--- config.mk ---
export PLATFORM = sky130hd
export DESIGN_NAME = utf16_stream_validator_unit
export DESIGN_NICKNAME = d
export VERILOG_FILES = /design/src/sv/utf16sv_pkg.sv /design/src/sv/utf16_stream_validator_unit.sv /design/src/sv/utf16sv_checker.sv /design/src/sv/utf16sv_detect.sv
export SDC_FILE = /design/constraint.sdc
export NUM_CORES = 1
export LEC_CHECK = 0
export BUFFER_PORTS_ARGS = -buffer_cell sky130_fd_sc_hd__buf_2
export CAP_MARGIN = 10
export CORE_AREA = 2 2 195 274
export DETAILED_ROUTE_END_ITERATION = 10
export DIE_AREA = 0 0 197 276
export PLACE_DENSITY = 0.67
export SYNTH_ARGS = -nofsm -noshare
export SYNTH_HDL_FRONTEND = slang
export SYNTH_SLANG_ARGS = --single-unit
--- constraint.sdc ---
create_clock -name clk -period 15.7 [get_ports clk]
set_input_delay 0.785 -clock clk [delete_from_list [all_inputs] [get_ports clk]]
set_output_delay 0.785 -clock clk [all_outputs]
set_load 0.1 [all_outputs]
--- src/sv/utf16sv_pkg.sv ---
// ----------------------------------------------------------------------------
// utf16sv_pkg
// Shared types, codes and helper functions of the UTF-16 stream validator.
// ----------------------------------------------------------------------------
package utf16sv_pkg;

    // Width of the internal saturating counters
    localparam int COUNT_WIDTH = 32;
    // Width of the count fields on the result channel
    localparam int OUT_COUNT_WIDTH = 32;
    localparam int CMP_WIDTH = (COUNT_WIDTH > OUT_COUNT_WIDTH) ? COUNT_WIDTH
                                                               : OUT_COUNT_WIDTH;

    localparam logic [15:0] DETECT_WINDOW_RESET = 16'd1000;

    // Surrogate ranges
    localparam logic [15:0] HIGH_SURR_BASE = 16'hD800;
    localparam logic [15:0] LOW_SURR_BASE  = 16'hDC00;
    localparam logic [15:0] LOW_SURR_LAST  = 16'hDFFF;

    // ASCII class limits
    localparam logic [15:0] ASCII_LAST     = 16'h007F;
    localparam logic [15:0] PRINT_LAST     = 16'h007E; // '~'
    localparam logic [15:0] PRINT_FIRST    = 16'h0020;
    localparam logic [15:0] SPACE_FIRST    = 16'h0009; // '\t'
    localparam logic [15:0] SPACE_LAST     = 16'h000D; // '\r'

    // Byte order mark bytes
    localparam logic [7:0] BOM_BYTE_FF = 8'hFF;
    localparam logic [7:0] BOM_BYTE_FE = 8'hFE;

    // Result status codes
    localparam logic [1:0] ST_VALID    = 2'd0;
    localparam logic [1:0] ST_BAD_SIZE = 2'd1;
    localparam logic [1:0] ST_BAD_SURR = 2'd2;

    // Byte order mark modes
    localparam logic [1:0] BOM_NONE = 2'd0;
    localparam logic [1:0] BOM_LE   = 2'd1;
    localparam logic [1:0] BOM_BE   = 2'd2;

    typedef logic [COUNT_WIDTH-1:0] count_t;

    // Kind of one code unit, one-hot
    typedef enum logic [2:0] {
        UT_CHAR = 3'b001,
        UT_HIGH = 3'b010,
        UT_LOW  = 3'b100
    } unit_type_t;

    // Updated state of one byte-order checker
    typedef struct packed {
        logic       failed;
        unit_type_t prev;
        count_t     normal;
        count_t     weird;
        count_t     chars;
    } chk_stat_t;

    // Decoded step from the byte-order detector
    typedef struct packed {
        logic        check;
        logic [15:0] le_unit;
        logic [15:0] be_unit;
        logic        big_sel;
        logic        odd_end;
    } det_t;

    function automatic logic plain_ascii(logic [15:0] u);
        plain_ascii = ((u >= PRINT_FIRST) && (u <= PRINT_LAST)) ||
                      ((u >= SPACE_FIRST) && (u <= SPACE_LAST));
    endfunction

    function automatic unit_type_t kind_of(logic [15:0] u);
        if (u < HIGH_SURR_BASE)
            kind_of = UT_CHAR;
        else if (u < LOW_SURR_BASE)
            kind_of = UT_HIGH;
        else if (u <= LOW_SURR_LAST)
            kind_of = UT_LOW;
        else
            kind_of = UT_CHAR;
    endfunction

    function automatic count_t sat_inc(count_t v);
        sat_inc = (v == '1) ? v : v + COUNT_WIDTH'(1);
    endfunction

    function automatic logic [OUT_COUNT_WIDTH-1:0] out_count(count_t v);
        logic [CMP_WIDTH-1:0] w;
        w = CMP_WIDTH'(v);
        if (w > CMP_WIDTH'({OUT_COUNT_WIDTH{1'b1}}))
            out_count = '1;
        else
            out_count = w[OUT_COUNT_WIDTH-1:0];
    endfunction

endpackage

--- src/sv/utf16_stream_validator_unit.sv ---
// ----------------------------------------------------------------------------
// utf16_stream_validator_unit
// UTF-16 text validator with byte order detection and character counts.
// ----------------------------------------------------------------------------
// Input channel: one text byte per request (text_byte, last_byte), moved
// when in_valid is high and in_stall is low. last_byte marks the final
// byte of a text. Output channel: one result request per text (status,
// big_endian and three counts), moved when out_valid is high and
// out_stall is low. cfg_wr_en/cfg_wr_data write detect_window; the user
// must write it only while idle, the block itself does not enforce this.
// Throughput is one byte per cycle while in_stall is low: an input
// register feeds the byte pairing, order detection and both byte-order
// checkers, which update in the same cycle and load the result register.
// in_stall rises only while a finished result waits in the result register
// under out_stall and the next last byte is ready to replace it; other
// bytes keep flowing. Reset clears all text state, empties both stages
// and sets detect_window to 1000; no clearing pass is needed.
// ----------------------------------------------------------------------------
module utf16_stream_validator_unit (
    input  logic        clk,
    input  logic        rst_n,
    input  logic        cfg_wr_en,
    input  logic [15:0] cfg_wr_data,
    input  logic        in_valid,
    output logic        in_stall,
    input  logic [7:0]  text_byte,
    input  logic        last_byte,
    output logic        out_valid,
    input  logic        out_stall,
    output logic [1:0]  status,
    output logic        big_endian,
    output logic [31:0] normal_ascii_count,
    output logic [31:0] weird_ascii_count,
    output logic [31:0] character_count
);
    import utf16sv_pkg::*;

    logic        s1_valid_reg, s1_valid_next;
    logic [7:0]  s1_byte_reg;
    logic        s1_last_reg;
    logic        res_valid_reg, res_valid_next;
    logic [1:0]  res_status_reg;
    logic        res_big_reg;
    logic [OUT_COUNT_WIDTH-1:0] res_normal_reg;
    logic [OUT_COUNT_WIDTH-1:0] res_weird_reg;
    logic [OUT_COUNT_WIDTH-1:0] res_chars_reg;

    logic      res_free;
    logic      s1_adv;
    logic      in_take;
    logic      text_end;
    det_t      det;
    chk_stat_t le_stat;
    chk_stat_t be_stat;
    chk_stat_t sel_stat;

    // Advance the input stage unless a result has nowhere to go
    assign res_free = !res_valid_reg || !out_stall;
    assign s1_adv   = s1_valid_reg && (!s1_last_reg || res_free);
    assign in_stall = s1_valid_reg && !s1_adv;
    assign in_take  = in_valid && !in_stall;
    assign text_end = s1_adv && s1_last_reg;

    always_comb
    begin
        if (in_take)
            s1_valid_next = 1'b1;
        else if (s1_adv)
            s1_valid_next = 1'b0;
        else
            s1_valid_next = s1_valid_reg;
    end

    always_ff @(posedge clk or negedge rst_n)
    begin
        if (!rst_n)
            s1_valid_reg <= 1'b0;
        else
            s1_valid_reg <= s1_valid_next;
    end

    // Capture the input request
    always_ff @(posedge clk)
    begin
        if (in_take)
        begin
            s1_byte_reg <= text_byte;
            s1_last_reg <= last_byte;
        end
    end

    utf16sv_detect u_detect (
        .clk         (clk),
        .rst_n       (rst_n),
        .cfg_wr_en   (cfg_wr_en),
        .cfg_wr_data (cfg_wr_data),
        .step        (s1_adv),
        .text_byte   (s1_byte_reg),
        .last_byte   (s1_last_reg),
        .det         (det)
    );

    utf16sv_checker u_check_le (
        .clk      (clk),
        .rst_n    (rst_n),
        .check    (det.check),
        .clear    (text_end),
        .unit     (det.le_unit),
        .stat_upd (le_stat)
    );

    utf16sv_checker u_check_be (
        .clk      (clk),
        .rst_n    (rst_n),
        .check    (det.check),
        .clear    (text_end),
        .unit     (det.be_unit),
        .stat_upd (be_stat)
    );

    assign sel_stat = det.big_sel ? be_stat : le_stat;

    // Hold the result until it is taken
    always_comb
    begin
        if (text_end)
            res_valid_next = 1'b1;
        else if (!out_stall)
            res_valid_next = 1'b0;
        else
            res_valid_next = res_valid_reg;
    end

    always_ff @(posedge clk or negedge rst_n)
    begin
        if (!rst_n)
            res_valid_reg <= 1'b0;
        else
            res_valid_reg <= res_valid_next;
    end

    // Load the chosen checker, or a bad size result on an odd length
    always_ff @(posedge clk)
    begin
        if (text_end)
        begin
            if (det.odd_end)
            begin
                res_status_reg <= ST_BAD_SIZE;
                res_big_reg    <= 1'b0;
                res_normal_reg <= '0;
                res_weird_reg  <= '0;
                res_chars_reg  <= '0;
            end
            else
            begin
                res_status_reg <= (sel_stat.failed || (sel_stat.prev != UT_CHAR))
                                  ? ST_BAD_SURR : ST_VALID;
                res_big_reg    <= det.big_sel;
                res_normal_reg <= out_count(sel_stat.normal);
                res_weird_reg  <= out_count(sel_stat.weird);
                res_chars_reg  <= out_count(sel_stat.chars);
            end
        end
    end

    assign out_valid          = res_valid_reg;
    assign status             = res_status_reg;
    assign big_endian         = res_big_reg;
    assign normal_ascii_count = res_normal_reg;
    assign weird_ascii_count  = res_weird_reg;
    assign character_count    = res_chars_reg;

    // The input side stalls only behind a waiting result
    a_stall_cause: assert property (@(posedge clk) disable iff (!rst_n)
        in_stall |-> (out_valid && out_stall))
        else $error("input stalled without a waiting result");

    // A bad size result carries zero counts and little endian
    a_bad_size_zero: assert property (@(posedge clk) disable iff (!rst_n)
        (out_valid && (status == ST_BAD_SIZE)) |->
        (!big_endian && (normal_ascii_count == '0) && (weird_ascii_count == '0) &&
         (character_count == '0)))
        else $error("bad size result with nonzero fields");

    // Status is one of the three defined codes
    a_status_code: assert property (@(posedge clk) disable iff (!rst_n)
        out_valid |-> ((status == ST_VALID) || (status == ST_BAD_SIZE) ||
                       (status == ST_BAD_SURR)))
        else $error("undefined status code");

    // Normal and weird units never exceed the character count unsaturated
    a_count_order: assert property (@(posedge clk) disable iff (!rst_n)
        (out_valid && (character_count != '1)) |->
        ((33'(normal_ascii_count) + 33'(weird_ascii_count)) <= 33'(character_count)))
        else $error("ASCII counts exceed character count");

endmodule

--- src/sv/utf16sv_checker.sv ---
// ----------------------------------------------------------------------------
// utf16sv_checker
// Surrogate pairing check and saturating counters for one byte order.
// ----------------------------------------------------------------------------
module utf16sv_checker (
    input  logic                   clk,
    input  logic                   rst_n,
    input  logic                   check,
    input  logic                   clear,
    input  logic [15:0]            unit,
    output utf16sv_pkg::chk_stat_t stat_upd
);
    import utf16sv_pkg::*;

    chk_stat_t  stat_reg;
    chk_stat_t  stat_next;
    unit_type_t kind;

    // Update pairing state and counts for one code unit
    always_comb
    begin
        stat_upd = stat_reg;
        kind     = kind_of(unit);
        if (check && !stat_reg.failed)
        begin
            unique case (kind)
                UT_CHAR:
                begin
                    if (stat_reg.prev != UT_CHAR)
                    begin
                        stat_upd.failed = 1'b1;
                    end
                    else
                    begin
                        if (unit <= ASCII_LAST)
                        begin
                            if (plain_ascii(unit))
                                stat_upd.normal = sat_inc(stat_reg.normal);
                            else
                                stat_upd.weird = sat_inc(stat_reg.weird);
                        end
                        stat_upd.chars = sat_inc(stat_reg.chars);
                    end
                end
                UT_HIGH:
                begin
                    if (stat_reg.prev == UT_HIGH)
                        stat_upd.failed = 1'b1;
                    else
                        stat_upd.prev = UT_HIGH;
                end
                UT_LOW:
                begin
                    if (stat_reg.prev != UT_HIGH)
                    begin
                        stat_upd.failed = 1'b1;
                    end
                    else
                    begin
                        stat_upd.chars = sat_inc(stat_reg.chars);
                        stat_upd.prev  = UT_CHAR;
                    end
                end
                default:
                begin
                    stat_upd.failed = 1'b1;
                end
            endcase
        end
    end

    // Drop all state at the end of a text
    always_comb
    begin
        if (clear)
        begin
            stat_next        = '0;
            stat_next.prev   = UT_CHAR;
        end
        else
        begin
            stat_next = stat_upd;
        end
    end

    always_ff @(posedge clk or negedge rst_n)
    begin
        if (!rst_n)
        begin
            stat_reg <= '{failed: 1'b0, prev: UT_CHAR, default: '0};
        end
        else
        begin
            stat_reg <= stat_next;
        end
    end

endmodule

--- src/sv/utf16sv_detect.sv ---
// ----------------------------------------------------------------------------
// utf16sv_detect
// Byte pairing, byte order mark detection and byte order scoring window.
// ----------------------------------------------------------------------------
module utf16sv_detect (
    input  logic              clk,
    input  logic              rst_n,
    input  logic              cfg_wr_en,
    input  logic [15:0]       cfg_wr_data,
    input  logic              step,
    input  logic [7:0]        text_byte,
    input  logic              last_byte,
    output utf16sv_pkg::det_t det
);
    import utf16sv_pkg::*;

    logic        phase_reg,      phase_next;
    logic [7:0]  held_reg,       held_next;
    logic        first_done_reg, first_done_next;
    logic [1:0]  bom_reg,        bom_next;
    logic [15:0] win_units_reg,  win_units_next;
    logic [15:0] le_score_reg,   le_score_next;
    logic [15:0] be_score_reg,   be_score_next;
    logic [15:0] window_reg;

    logic        pair;
    logic        bom_le;
    logic        bom_be;
    logic        score;
    logic [1:0]  bom_upd;
    logic [15:0] le_upd;
    logic [15:0] be_upd;
    logic [15:0] le_unit;
    logic [15:0] be_unit;

    // Hold the window register
    always_ff @(posedge clk or negedge rst_n)
    begin
        if (!rst_n)
            window_reg <= DETECT_WINDOW_RESET;
        else if (cfg_wr_en)
            window_reg <= cfg_wr_data;
    end

    // Form both readings of a byte pair and look for a mark
    always_comb
    begin
        pair    = step && phase_reg;
        le_unit = {text_byte, held_reg};
        be_unit = {held_reg, text_byte};
        bom_le  = !first_done_reg && (held_reg == BOM_BYTE_FF) && (text_byte == BOM_BYTE_FE);
        bom_be  = !first_done_reg && (held_reg == BOM_BYTE_FE) && (text_byte == BOM_BYTE_FF);

        if (pair && bom_le)
            bom_upd = BOM_LE;
        else if (pair && bom_be)
            bom_upd = BOM_BE;
        else
            bom_upd = bom_reg;

        det.check   = pair && !bom_le && !bom_be;
        det.le_unit = le_unit;
        det.be_unit = be_unit;
        det.odd_end = step && !phase_reg && last_byte;

        // Score both readings within the window
        score  = det.check && (bom_reg == BOM_NONE) && (win_units_reg < window_reg);
        le_upd = le_score_reg + 16'(score && plain_ascii(le_unit));
        be_upd = be_score_reg + 16'(score && plain_ascii(be_unit));

        priority if (bom_upd == BOM_LE)
            det.big_sel = 1'b0;
        else if (bom_upd == BOM_BE)
            det.big_sel = 1'b1;
        else
            det.big_sel = be_upd > le_upd;
    end

    // Advance pairing state, clear at the end of a text
    always_comb
    begin
        phase_next      = phase_reg;
        held_next       = held_reg;
        first_done_next = first_done_reg;
        bom_next        = bom_reg;
        win_units_next  = win_units_reg;
        le_score_next   = le_score_reg;
        be_score_next   = be_score_reg;
        if (step && last_byte)
        begin
            phase_next      = 1'b0;
            held_next       = '0;
            first_done_next = 1'b0;
            bom_next        = BOM_NONE;
            win_units_next  = '0;
            le_score_next   = '0;
            be_score_next   = '0;
        end
        else if (step)
        begin
            phase_next = !phase_reg;
            if (!phase_reg)
                held_next = text_byte;
            first_done_next = first_done_reg || pair;
            bom_next        = bom_upd;
            win_units_next  = win_units_reg + 16'(score);
            le_score_next   = le_upd;
            be_score_next   = be_upd;
        end
    end

    always_ff @(posedge clk or negedge rst_n)
    begin
        if (!rst_n)
        begin
            phase_reg      <= 1'b0;
            held_reg       <= '0;
            first_done_reg <= 1'b0;
            bom_reg        <= BOM_NONE;
            win_units_reg  <= '0;
            le_score_reg   <= '0;
            be_score_reg   <= '0;
        end
        else
        begin
            phase_reg      <= phase_next;
            held_reg       <= held_next;
            first_done_reg <= first_done_next;
            bom_reg        <= bom_next;
            win_units_reg  <= win_units_next;
            le_score_reg   <= le_score_next;
            be_score_reg   <= be_score_next;
        end
    end

endmodule
Word level (Yosys, flattened, before mapping)
Index checks and enable logic that the tools add are counted.
Word-level totals
  flip-flop bits (word level): 386
  bits of input ports: 30
  output and inout bits: 101
  logic and storage cells: 202
Operators by class
  $add $sub $neg: 9
  $lt $le $gt $ge: 21
  equality and inequality tests: 27
  muxes and demuxes: 72
  reduce and logical (&&, ||, !) cells: 46
Operators with widths (number)
  100-bit two-way mux: 5
  32-bit two-way mux: 15
  64-bit two-way mux: 4
  32-bit by 1-bit adder with 32-bit output (second input constant): 6
  32-bit == test (second input constant): 6
  96-bit two-way mux: 2
  32-bit case mux with 2 select lines: 2
  32-bit > comparator (second input constant): 3
  16-bit two-way mux: 6
  16-bit by 7-bit less-or-equal comparator with 1-bit output (second input constant): 4
  16-bit < comparator (second input constant): 4
  16-bit by 1-bit adder with 16-bit output: 3
  8-bit == test (second input constant): 4
  16-bit by 4-bit greater-or-equal comparator with 1-bit output (second input constant): 2
  16-bit by 6-bit greater-or-equal comparator with 1-bit output (second input constant): 2
  16-bit less-or-equal comparator (second input constant): 2
  16-bit by 4-bit less-or-equal comparator with 1-bit output (second input constant): 2
  3-bit two-way mux: 10
  1-bit logical AND: 25
  8-bit two-way mux: 3
  16-bit > comparator: 1
  16-bit < comparator: 1
  1-bit two-way mux: 16
  3-bit by 2-bit == test with 1-bit output (second input constant): 4
  other kinds (16): 43

Longest topological paths before layout
Gate-level depths: netlist of the first run.
  depth in word-level cells: 18
  gate-level depth with buffers: 27
  mapped depth without buffers: 25

Hierarchy
A second synthesis of the first run with hierarchy kept.
Second synthesis, totals
  cell total of the unflattened synthesis: 2151
  area total of the unflattened synthesis: 21797.2 um2
By module, submodules not included
  utf16sv_checker: times used 2, cells each 645, area an instance 6048.3 um2, sequential area each 2503.7 um2
  utf16sv_detect: times used 1, cells each 522, area an instance 4858.4 um2, sequential area each 1909.3 um2
  utf16_stream_validator_unit: times used 1, cells each 339, area an instance 4842.1 um2, sequential area each 3293.2 um2

Least setup slack after synthesis of the first run
OpenSTA, ideal clock, no wires.
  kind: reg2reg
  start: register res_valid_reg (netlist: out_valid)
  end: register res_normal_reg[1] (netlist: normal_ascii_count[1]), data pin
  arrival: 5.861 ns
  data required time: 15.445 ns
  path slack: 9.583 ns
  cell stages (with the launch flop): 26
  path buffers: 4
  cells stage by stage: dfrtp_1 > nand3_1 > nand2_1 > a21oi_1 > clkbuf_1 > clkbuf_1 > nand3_1 > a21oi_1 > and2_1 > ha_1 > nand3_1 > nor4_1 > nand3_1 > nor2_1 > and3_1 > xor2_1 > ha_1 > nand2_1 > or4_1 > a21oi_1 > nor4b_1 > o21ai_0 > clkbuf_1 > clkbuf_1 > nand2_1 > and3_1
On the way
  cells in the longest elaborated chain, start to end: 17
Ends and longest elaborated chain
  start, declared: line utf16_stream_validator_unit.sv:41  | logic res_valid_reg, res_valid_next;
  start signal, assigned: line utf16_stream_validator_unit.sv:139  | res_valid_reg <= res_valid_next;
  1-bit zero test *: line utf16_stream_validator_unit.sv:58  | assign res_free = !res_valid_reg || !out_stall;
  1-bit logical OR *: line utf16_stream_validator_unit.sv:58
  1-bit logical OR *: line utf16_stream_validator_unit.sv:59  | assign s1_adv = s1_valid_reg && (!s1_last_reg || res_free);
  1-bit logical AND *: line utf16_stream_validator_unit.sv:59
  1-bit logical AND: line utf16sv_detect.sv:48  | pair = step && phase_reg;
  1-bit logical AND (2 in a row): line utf16sv_detect.sv:61  | det.check = pair && !bom_le && !bom_be;
  1-bit logical AND (2 in a row): line utf16sv_detect.sv:67  | score = det.check && (bom_reg == BOM_NONE) && (win_units_reg < window_reg);
  1-bit logical AND, on equally long branches: line utf16sv_detect.sv:69, utf16sv_detect.sv:68
  16-bit by 1-bit adder with 16-bit output, on equally long branches: line utf16sv_detect.sv:69, utf16sv_detect.sv:68
  16-bit > comparator: line utf16sv_detect.sv:76  | det.big_sel = be_upd > le_upd;
  1-bit two-way mux: line utf16sv_detect.sv:73  | else if (bom_upd == BOM_BE)
  1-bit two-way mux: line utf16sv_detect.sv:71  | priority if (bom_upd == BOM_LE)
  100-bit two-way mux: line utf16_stream_validator_unit.sv:121  | assign sel_stat = det.big_sel ? be_stat : le_stat;
  32-bit > comparator: line utf16sv_pkg.sv:92  | if (w > CMP_WIDTH'({OUT_COUNT_WIDTH{1'b1}}))
  32-bit two-way mux: line utf16sv_pkg.sv:92
  end signal, assigned: line utf16_stream_validator_unit.sv:160  | res_normal_reg <= out_count(sel_stat.normal);
  end, declared: line utf16_stream_validator_unit.sv:44  | logic [OUT_COUNT_WIDTH-1:0] res_normal_reg;
Every way passes the cells marked *; elsewhere a longest branch is shown, timed or not.
A chain may end at the register's enable or synchronous reset.

Worst setup path in the final report of the first run
  start: register s1_byte_reg[6]
  end: register res_weird_reg[30] (netlist: weird_ascii_count[30]), data pin
On the way
  cells in the longest elaborated chain, start to end: 15
Ends and longest elaborated chain
  start, declared: line utf16_stream_validator_unit.sv:39  | logic [7:0] s1_byte_reg;
  start signal, assigned: line utf16_stream_validator_unit.sv:87  | s1_byte_reg <= text_byte;
  branches (longest 12 deep; another with 16-bit by 6-bit greater-or-equal comparator with 1-bit output)
  100-bit two-way mux *: line utf16_stream_validator_unit.sv:121
  32-bit > comparator: line utf16sv_pkg.sv:92
  32-bit two-way mux *: line utf16sv_pkg.sv:92
  end signal, assigned: line utf16_stream_validator_unit.sv:161  | res_weird_reg <= out_count(sel_stat.weird);
  end, declared: line utf16_stream_validator_unit.sv:45  | logic [OUT_COUNT_WIDTH-1:0] res_weird_reg;
Mark *: on every way between the ends.

==> results of run 1 <==
[per-stage QoR]
stage                     utilization (%)  instances  total power, mW  setup slack, ns
after floorplan                         -       2122             1.28             9.58
after global placement               42.1       2824             1.35             8.27
after detailed placement             42.1       2824             1.35             8.02
after CTS                            44.7       2898             2.32             8.26
after global routing                 44.7       2898             2.38             7.73
final                                44.7       2898             2.30             8.33
[cell families after synthesis]
logic type	synth area share, %
simple gates	24.8
flops	49.7
compound gates	11.2
mux	0.937
fa+ha+maj	2.62
buf+inv	2.86
xor+xnor	7.88
[path summary, 6_finish.rpt]
kind	end	slack [ns]
hold / removal	u_detect.win_units_reg[9]$_DFFE_PN0P_	0.31
max in group asynchronous	u_check_le.stat_reg[42]$_DFF_PN0_	13.71
min in group clk	s1_byte_reg[6]$_DFFE_PP_	0.41
hold reg to reg	u_detect.le_score_reg[0]$_DFFE_PN0P_	0.48
setup reg to reg	weird_ascii_count[30]$_SDFFCE_PP0P_	8.33
setup / recovery	weird_ascii_count[30]$_SDFFCE_PP0P_	8.33
[layout make-up]
cell class	instances	area (um2)	area share (%)
timing repair buffer	147	801	3.46
clock buffer	55	1130	4.88
sequential	386	10200	44.1
tap	656	821	3.55
clock inverter	19	193	0.833
multi-input combinational	1586	9790	42.3
inverter	49	191	0.827
[power breakdown]
| part | switching [mW] | total (mW) | leakage, nW | internal [mW] |
|---|---|---|---|---|
| combinational | 0.196 | 0.241 | 3.98 | 0.0448 |
| clock | 0.412 | 0.969 | 0.639 | 0.557 |
| sequential | 0.0226 | 1.09 | 4.86 | 1.06 |
| total | 0.631 | 2.30 | 9.48 | 1.67 |
[routing by layer]
layer	share of wire, %	global-route usage (%)
met5	0	0
met1	41	24.6
met4	4.2	8.77
met2	50	34.1
met3	4.5	2.21
[layout by cell type, fill, tap and decap left out, types with 16 or more instances in the layout]
master,count
and3_1,48
nor4_1,33
clkbuf_16,42
ha_1,43
nand2_1,166
buf_4,16
a21oi_1,50
nand3_1,115
or4_1,16
a211oi_1,89
o21ai_0,59
dfrtp_1,270
xor2_1,86
or3_1,19
nand4_1,82
mux2i_1,17
inv_1,47
nor3_1,115
buf_2,129
xnor2_1,99
nor2_1,260
edfxtp_1,108
and4_1,27
and2_1,67
o21a_1,57
[worst register-to-register path, cell delays in order, from the launching register on]
cell	delay [ns]
edfxtp_1	0.50
nand4_1	0.29
nor4_1	0.10
buf_4	0.17
a21oi_4	0.13
buf_4	0.40
nand3_1	0.17
a21oi_1	0.25
nor3b_1	0.25
ha_1	0.26
ha_1	0.20
and3_1	0.22
nand3_1	0.21
nor2_1	0.40
nand3_1	0.15
xor2_1	0.23
ha_1	0.30
a211o_1	0.30
a31oi_1	0.14
a211oi_1	0.10
nor4b_1	0.67
o21a_4	0.46
buf_4	0.82
and3_1	0.32
a211oi_2	0.05
==> impl_results.md, run 1 <==
- Status: complete, no violations
- Final instance area: ~23000 um2
- Sequential fraction of the synthesis area: between 40% and 50%
- H-tree levels: 2
- Post-synth cell types: 70
- Setup TNS: 0 ns
- Max_cap viols: 0
- Die Wd: roughly 200 um
- DRT antenna net count: 0
- Post-synth top area share: about a third
- Final #Nets: between 2000 and 2500
- CP max stage cell: buf_4
- CP delay by family, top: simple AND/OR/NAND/NOR gates
- Deepest clock path buffer count: 3
- Maximum clock frequency: 136 MHz
- Vias per cell: around 5.7
- Number of CTS-inserted buffers: 40
- Final Setup Violations: 0
- Crit path required time: approximately 16 ns
- I/O Buffers: 130
- Global route total overflow: 0
- Antenna diode count: 0
- Synth cell count leaders: dfrtp_1, nor2_1, nand2_1, nand3_1, nor3_1
- DRT Wirelength: between 50000 and 60000 um
- Placement Cell Area: 21800 um2
- Syn_nets: about 2200
- CTS sink cnt: slightly below 400
- Largest net degree at the start of global routing: ~170
- Average instance area after synthesis: slightly below 10 um2
- HPWL after DPL: ~37000 um
- Cts hold-fix bufs: 0
- Placement row count: 99
- Iter 0 DRT Violations: 1226
- Rel. slew slack: a little under a quarter
- PwrDens: ~100 nW/um2
- Crit-path cells: nand4_1 -> nor4_1 -> buf_4 -> a21oi_4 -> buf_4 -> nand3_1 -> a21oi_1 -> nor3b_1 -> ha_1 -> ha_1 -> and3_1 -> nand3_1 -> nor2_1 -> nand3_1 -> xor2_1 -> ha_1 -> a211o_1 -> a31oi_1 -> a211oi_1 -> nor4b_1 -> o21a_4 -> buf_4 -> and3_1 -> a211oi_2
- First-pass GRT wire length: just under 90000 um
- Pins Over Slew Limit: 0
- Async S/R FF share, synth: a little over 70%
- Synthesized netlist cell count: about 2100
- Share of cells above drive strength 1: 10.9%
- Worst Skew: 0.0274 ns
- Drt first pass iters: 5
- Post-CTS Setup Inserts: 0
- Crit end category: register
- Hold crit path type: in -> async
- Top cells by area, synth: dfrtp_1, edfxtp_1, nor2_1, xnor2_1, xor2_1
- #FFs+latches synth: between 300 and 400
- Crit-path max cell delay: ~0.8 ns
- Number of global-route vias before repair: around 16000
- CTS root buf: clkbuf_16
- CTS resizes: 0
- Critical Path Stages: 24
- Skew-Pair Late Insertion Delay: approximately 0.56 ns
- Data arrival, critical path: around 7.7 ns
- EDFF count, synth: between 100 and 150
- Unrepaired setup endpoints after global routing: no
- FF-to-FF path depth: 24
- Crit Path Max Fanout: 80
- Max VDD drop: ~0.000068 V
- Synthesized area: 20600 um2
- Leakage: between 9 and 10 nW
- Top FF cell, synth: dfrtp_1
- Remaining DRCs: 0
- Core area: roughly 52000 um2
- YS warnings: 0
- Reg clk slew, reported paths: roughly 0.060 ns
- Tot GR Track Use: 19.7%
- Min Clock Period, post-route: about 7.4 ns
- Gpl congestion: ~0.9
- Wire per inst: roughly 19 um
- Min Hold Slack: ~0.31 ns
- Reg-to-reg startpoint: s1_byte_reg[6]$_DFFE_PP_
- Chip height: 276 um
- Filler cell count: about 5000
- Period Utilization, post-route: 46.9%
- Critical path class: reg -> reg
- Die area: between 50000 and 60000 um2
- # IOs: 131
- Setup crit start kind: register
- TritonCTS clock tree: yes
- Leading area contributor after synthesis: dfrtp_1
- Initial antenna violation count: 0
- CP bufs+invs: 3
- Total number of vias: approximately 17000
- Fin. Hold Viols: 0
- Dominant cell by count in the synthesized netlist: dfrtp_1
- Measured slew at the worst slew-check pin: ~1.2 ns
- Area Growth Syn to Fin: 12.6%
- Initial Utilization: around two fifths
- Critical path origin: s1_byte_reg[6]$_DFFE_PP_
Note: power is estimated with default switching activity, not from simulation.
==> inputs of run 2 (changes only) <==
Settings changed: ABC_AREA from default to 1, CORE_AREA 2 2 195 274 to 2 2 213 298, DIE_AREA 0 0 197 276 to 0 0 215 300, PLACE_DENSITY 0.67 to 0.69.
Clock period 15.7 ns to 6.72 ns, I/O delays scaled along.
==> run 2 against run 1 <==
Total power rose to 2.7 times the previous value. Flip-flop and latch count stayed put. Hold slack got worse by 0.30 ns. Synthesized area grew 19%.
==> impl_results.md, run 2 <==
- Number of CTS-inserted buffers: 41 (+2.5%)
- Compound-Gate Fraction of Synth Area: 6.85% (-4.4 points)
- Setup crit start kind: register
- Area Growth Syn to Fin: 12.0%
- CTS resizes: 0 (unchanged)
- #FFs+latches synth: 386 (unchanged)
- Met2 usage: 39.5% (+5.4 points)
- Reg clk slew, reported paths: 0.07 ns (about the same)
- Final #Nets: 3716 (+63%)
- Period Utilization, post-route: 86.8% (+40 points)
- Final instance area: 27400 um2 (+19%)
- Initial antenna violation count: 0 (unchanged)
- Met1 GRT Util: 27.6% (+3.0 points)
- Int Power: 4.11 mW (+150%)
- Deepest clock path buffer count: 3 (unchanged)
- Leading area contributor after synthesis: dfrtp_1
- GR peak layer: met2
- Filler cell count: 6388 (+29%)
- CTS sink cnt: 386 (unchanged)
- DRT Wirelength: 74200 um (+37%)
- Post-synthesis adder-cell area fraction: 2.20% (-0.42 points)
- Setup TNS: 0 ns (unchanged)
- First-pass GRT wire length: 119000 um (+37%)
- DRT antenna net count: 0 (unchanged)
- Sequential power share: 43.3% (-4.0 points)
- Fin. Hold Viols: 0 (unchanged)
- Die Wd: 215 um (+9.1%)
- Top cells by area, synth: dfrtp_1, nand2_1, edfxtp_1, nand3_1, inv_1
- Synth cell count leaders: nand2_1, inv_1, nor2_1, nand3_1, dfrtp_1
- Syn_nets: 3605 (+64%)
- Share of cells above drive strength 1: 7.48% (-3.4 points)
- Placement Cell Area: 25900 um2 (+19%)
- Top FF cell, synth: dfrtp_1
- Antenna diode count: 0 (unchanged)
- Pins Over Slew Limit: 0 (unchanged)
- # IOs: 131 (unchanged)
- CP most frequent cell: nand2_1
- GR Layer Usage met3: 2.53% (+0.32 points)
- Number of global-route vias before repair: 22721 (+40%)
- Comb power frac: 18.8% (+8.3 points)
- Placement row count: 108 (+9.1%)
- Worst Skew: 0.0205 ns (-0.00696 ns)
- XOR/XNOR share of the synthesized area: 2.00% (-5.9 points)
- Skew-Pair Late Insertion Delay: 0.57 ns (about the same)
- Crit path required time: 6.99 ns (-8.99 ns)
- TritonCTS clock tree: yes
- Synth Area in Simple Gates: 38.8% (+14 points)
- Async S/R FF share, synth: 72.0% (unchanged)
- Max_cap viols: 0 (unchanged)
- Max VDD drop: 0.000166 V (+150%)
- CTS root buf: clkbuf_16
- Average instance area after synthesis: 6.94 um2 (-28%)
- Commonest non-fill, non-tap cell in the layout: nand2_1
- HPWL after DPL: 53700 um (+46%)
- Final Setup Violations: 0 (unchanged)
- Leakage: 12.8 nW (+35%)
- Core area: 61900 um2 (+20%)
- YS warnings: 0 (unchanged)
- Unrepaired setup endpoints after global routing: no
- NetSw: 2.03 mW (+220%)
- Synthesized area: 24500 um2 (+19%)
- H-tree levels: 2 (unchanged)
- Most frequent cells in the layout: nand2_1, inv_1, nor2_1
- CP max stage cell: dfrtp_1
- Initial Utilization: 39.6% (-0.10 points)
- Hold crit path type: in -> reg
- Post-synthesis mux area share: 0% (-0.94 points)
- Crit-path max cell delay: 0.39 ns (-0.42 ns)
- Clock power frac: 37.9% (-4.3 points)
- Status: complete, no violations
- Total number of vias: 23488 (+41%)
- PwrDens: 224 nW/um2 (+130%)
- Data arrival, critical path: 6.10 ns (-1.55 ns)
- Remaining DRCs: 0 (unchanged)
- Gpl congestion: 0.944 (+7.1%)
- Rel. slew slack: 30.1% (+7.3 points)
- Largest family of logic cells by synthesized area: simple AND/OR/NAND/NOR gates
- Die area: 64500 um2 (+19%)
- EDFF count, synth: 108 (unchanged)
- Crit end category: register
- Synthesized netlist cell count: 3532 (+66%)
- Global route total overflow: 0 (unchanged)
- Drt first pass iters: 6 (+1)
- Sequential fraction of the synthesis area: 41.7% (-8.0 points)
- Fin cells: 4500 (+55%)
- Iter 0 DRT Violations: 1671 (+36%)
- Post-synth cell types: 47 (-33%)
- Tot GR Track Use: 22.9% (+3.2 points)
- I/O Buffers: 130 (unchanged)
- Min Clock Period, post-route: 5.83 ns (-1.54 ns)
- Tot Pwr: 6.14 mW (+170%)
- Measured slew at the worst slew-check pin: 1.05 ns (-0.113 ns)
- Sw frac: 33.1% (+5.6 points)
- Maximum clock frequency: 171 MHz (+26%)
- Dominant cell by count in the synthesized netlist: nand2_1
- Crit Path Max Fanout: 69 (-14%)
- Critical path class: reg -> reg
- Post-synth top area share: 27.6% (-5.3 points)
- Vias per cell: 5.22 (-9.1%)
- Largest net degree at the start of global routing: 153 (-8.9%)
- Wire per inst: 16.5 um (-12%)
- Chip height: 300 um (+8.7%)
- Placed instance count: 4406 (+56%)
run 2: cell count changes after synthesis, sizes merged, moves of 47 or more:
cell,delta
a211oi,-89
a21oi,+94
and2,-57
and3,-47
buf,+48
clkbuf,-49
inv,+370
nand2,+1050
nand3,+252
nor2,+127
o21a,-51
xnor2,-93
run 2: logic make-up after synthesis:
kind of cell             Yosys count
buffers and inverters            521
AO/OA/AOI/OAI                    304
XOR/XNOR                          56
flip-flops                       386
AND/OR/NAND/NOR                 2222
adder cells (fa/ha/maj)           43
run 2: power groups by stage:
stage	logic (mW)	clock network [mW]	registers (mW)
after CTS	1.15	2.36	2.66
after floorplan	0.621	0	2.88
final	1.15	2.33	2.66
after detailed placement	1.14	0	2.70
after global routing	1.27	2.45	2.67
after global placement	1.13	0	2.70
run 2: final cells by class:
cell class | instances | area [um2] | area share, %
clock buffers | 52 | 1120 | 4.08
clock inverters | 23 | 211 | 0.771
inverters | 421 | 1590 | 5.79
multi-input cells | 2625 | 12200 | 44.6
flip-flops and latches | 386 | 10200 | 37.2
well taps | 825 | 1030 | 3.76
repair buffers | 168 | 1040 | 3.80
run 2: critical path, delay by kind of cell (launching register included):
| kind | cells | cell delay [ns] |
|---|---|---|
| AOI/OAI and AO/OA | 1 | 0.32 |
| and+or+nand+nor | 27 | 3.55 |
| adders and majority gates | 3 | 0.67 |
| DFF | 1 | 0.39 |
| buffers and inverters | 4 | 0.49 |
run 2: worst paths after layout:
check / from / to / slack [ns] / depth (start not counted)
worst min register to register: u_detect.window_reg[7]$_DFFE_PN1P_ / u_detect.window_reg[7]$_DFFE_PN1P_ / 0.50 / 2
max in group asynchronous: rst_n / u_check_be.stat_reg[65]$_DFF_PN0_ / 4.98 / 3
min in group asynchronous: rst_n / u_detect.window_reg[14]$_DFFE_PN0P_ / 0.37 / 2
worst max-delay path: out_valid$_DFFE_PN0P_ / normal_ascii_count[0]$_SDFFCE_PP0P_ / 0.89 / 35
worst max register to register: out_valid$_DFFE_PN0P_ / normal_ascii_count[0]$_SDFFCE_PP0P_ / 0.89 / 35
worst min-delay path: cfg_wr_data[5] / u_detect.window_reg[5]$_DFFE_PN1P_ / 0.02 / 3
run 2: metrics by stage:
step / setup slack, ns / utilization (%) / hold WS (ns)
final: 0.888 / 44.3 / 0.0156
after global routing: 0.353 / 44.3 / 0.0141
after CTS: 0.890 / 44.3 / 0.00556
after detailed placement: 0.892 / 41.9 / 0.388
after global placement: 0.945 / 41.9 / 0.376
after floorplan: 1.73 / - / 0.0404
run 2: metal layers:
metal / up-vias / share of wire [%]
met1: 10978 / 41
met2: 646 / 48
li1: 11673 / -
met4: 0 / 6.2
met3: 191 / 4.7
met5: - / 0
run 2: what timing repair did:
item,4_1_cts,5_1_grt
buffers inserted,0,0
endpoints found under the hold margin,98,0
endpoints found under the setup margin,0,0
hold buffers,19,0
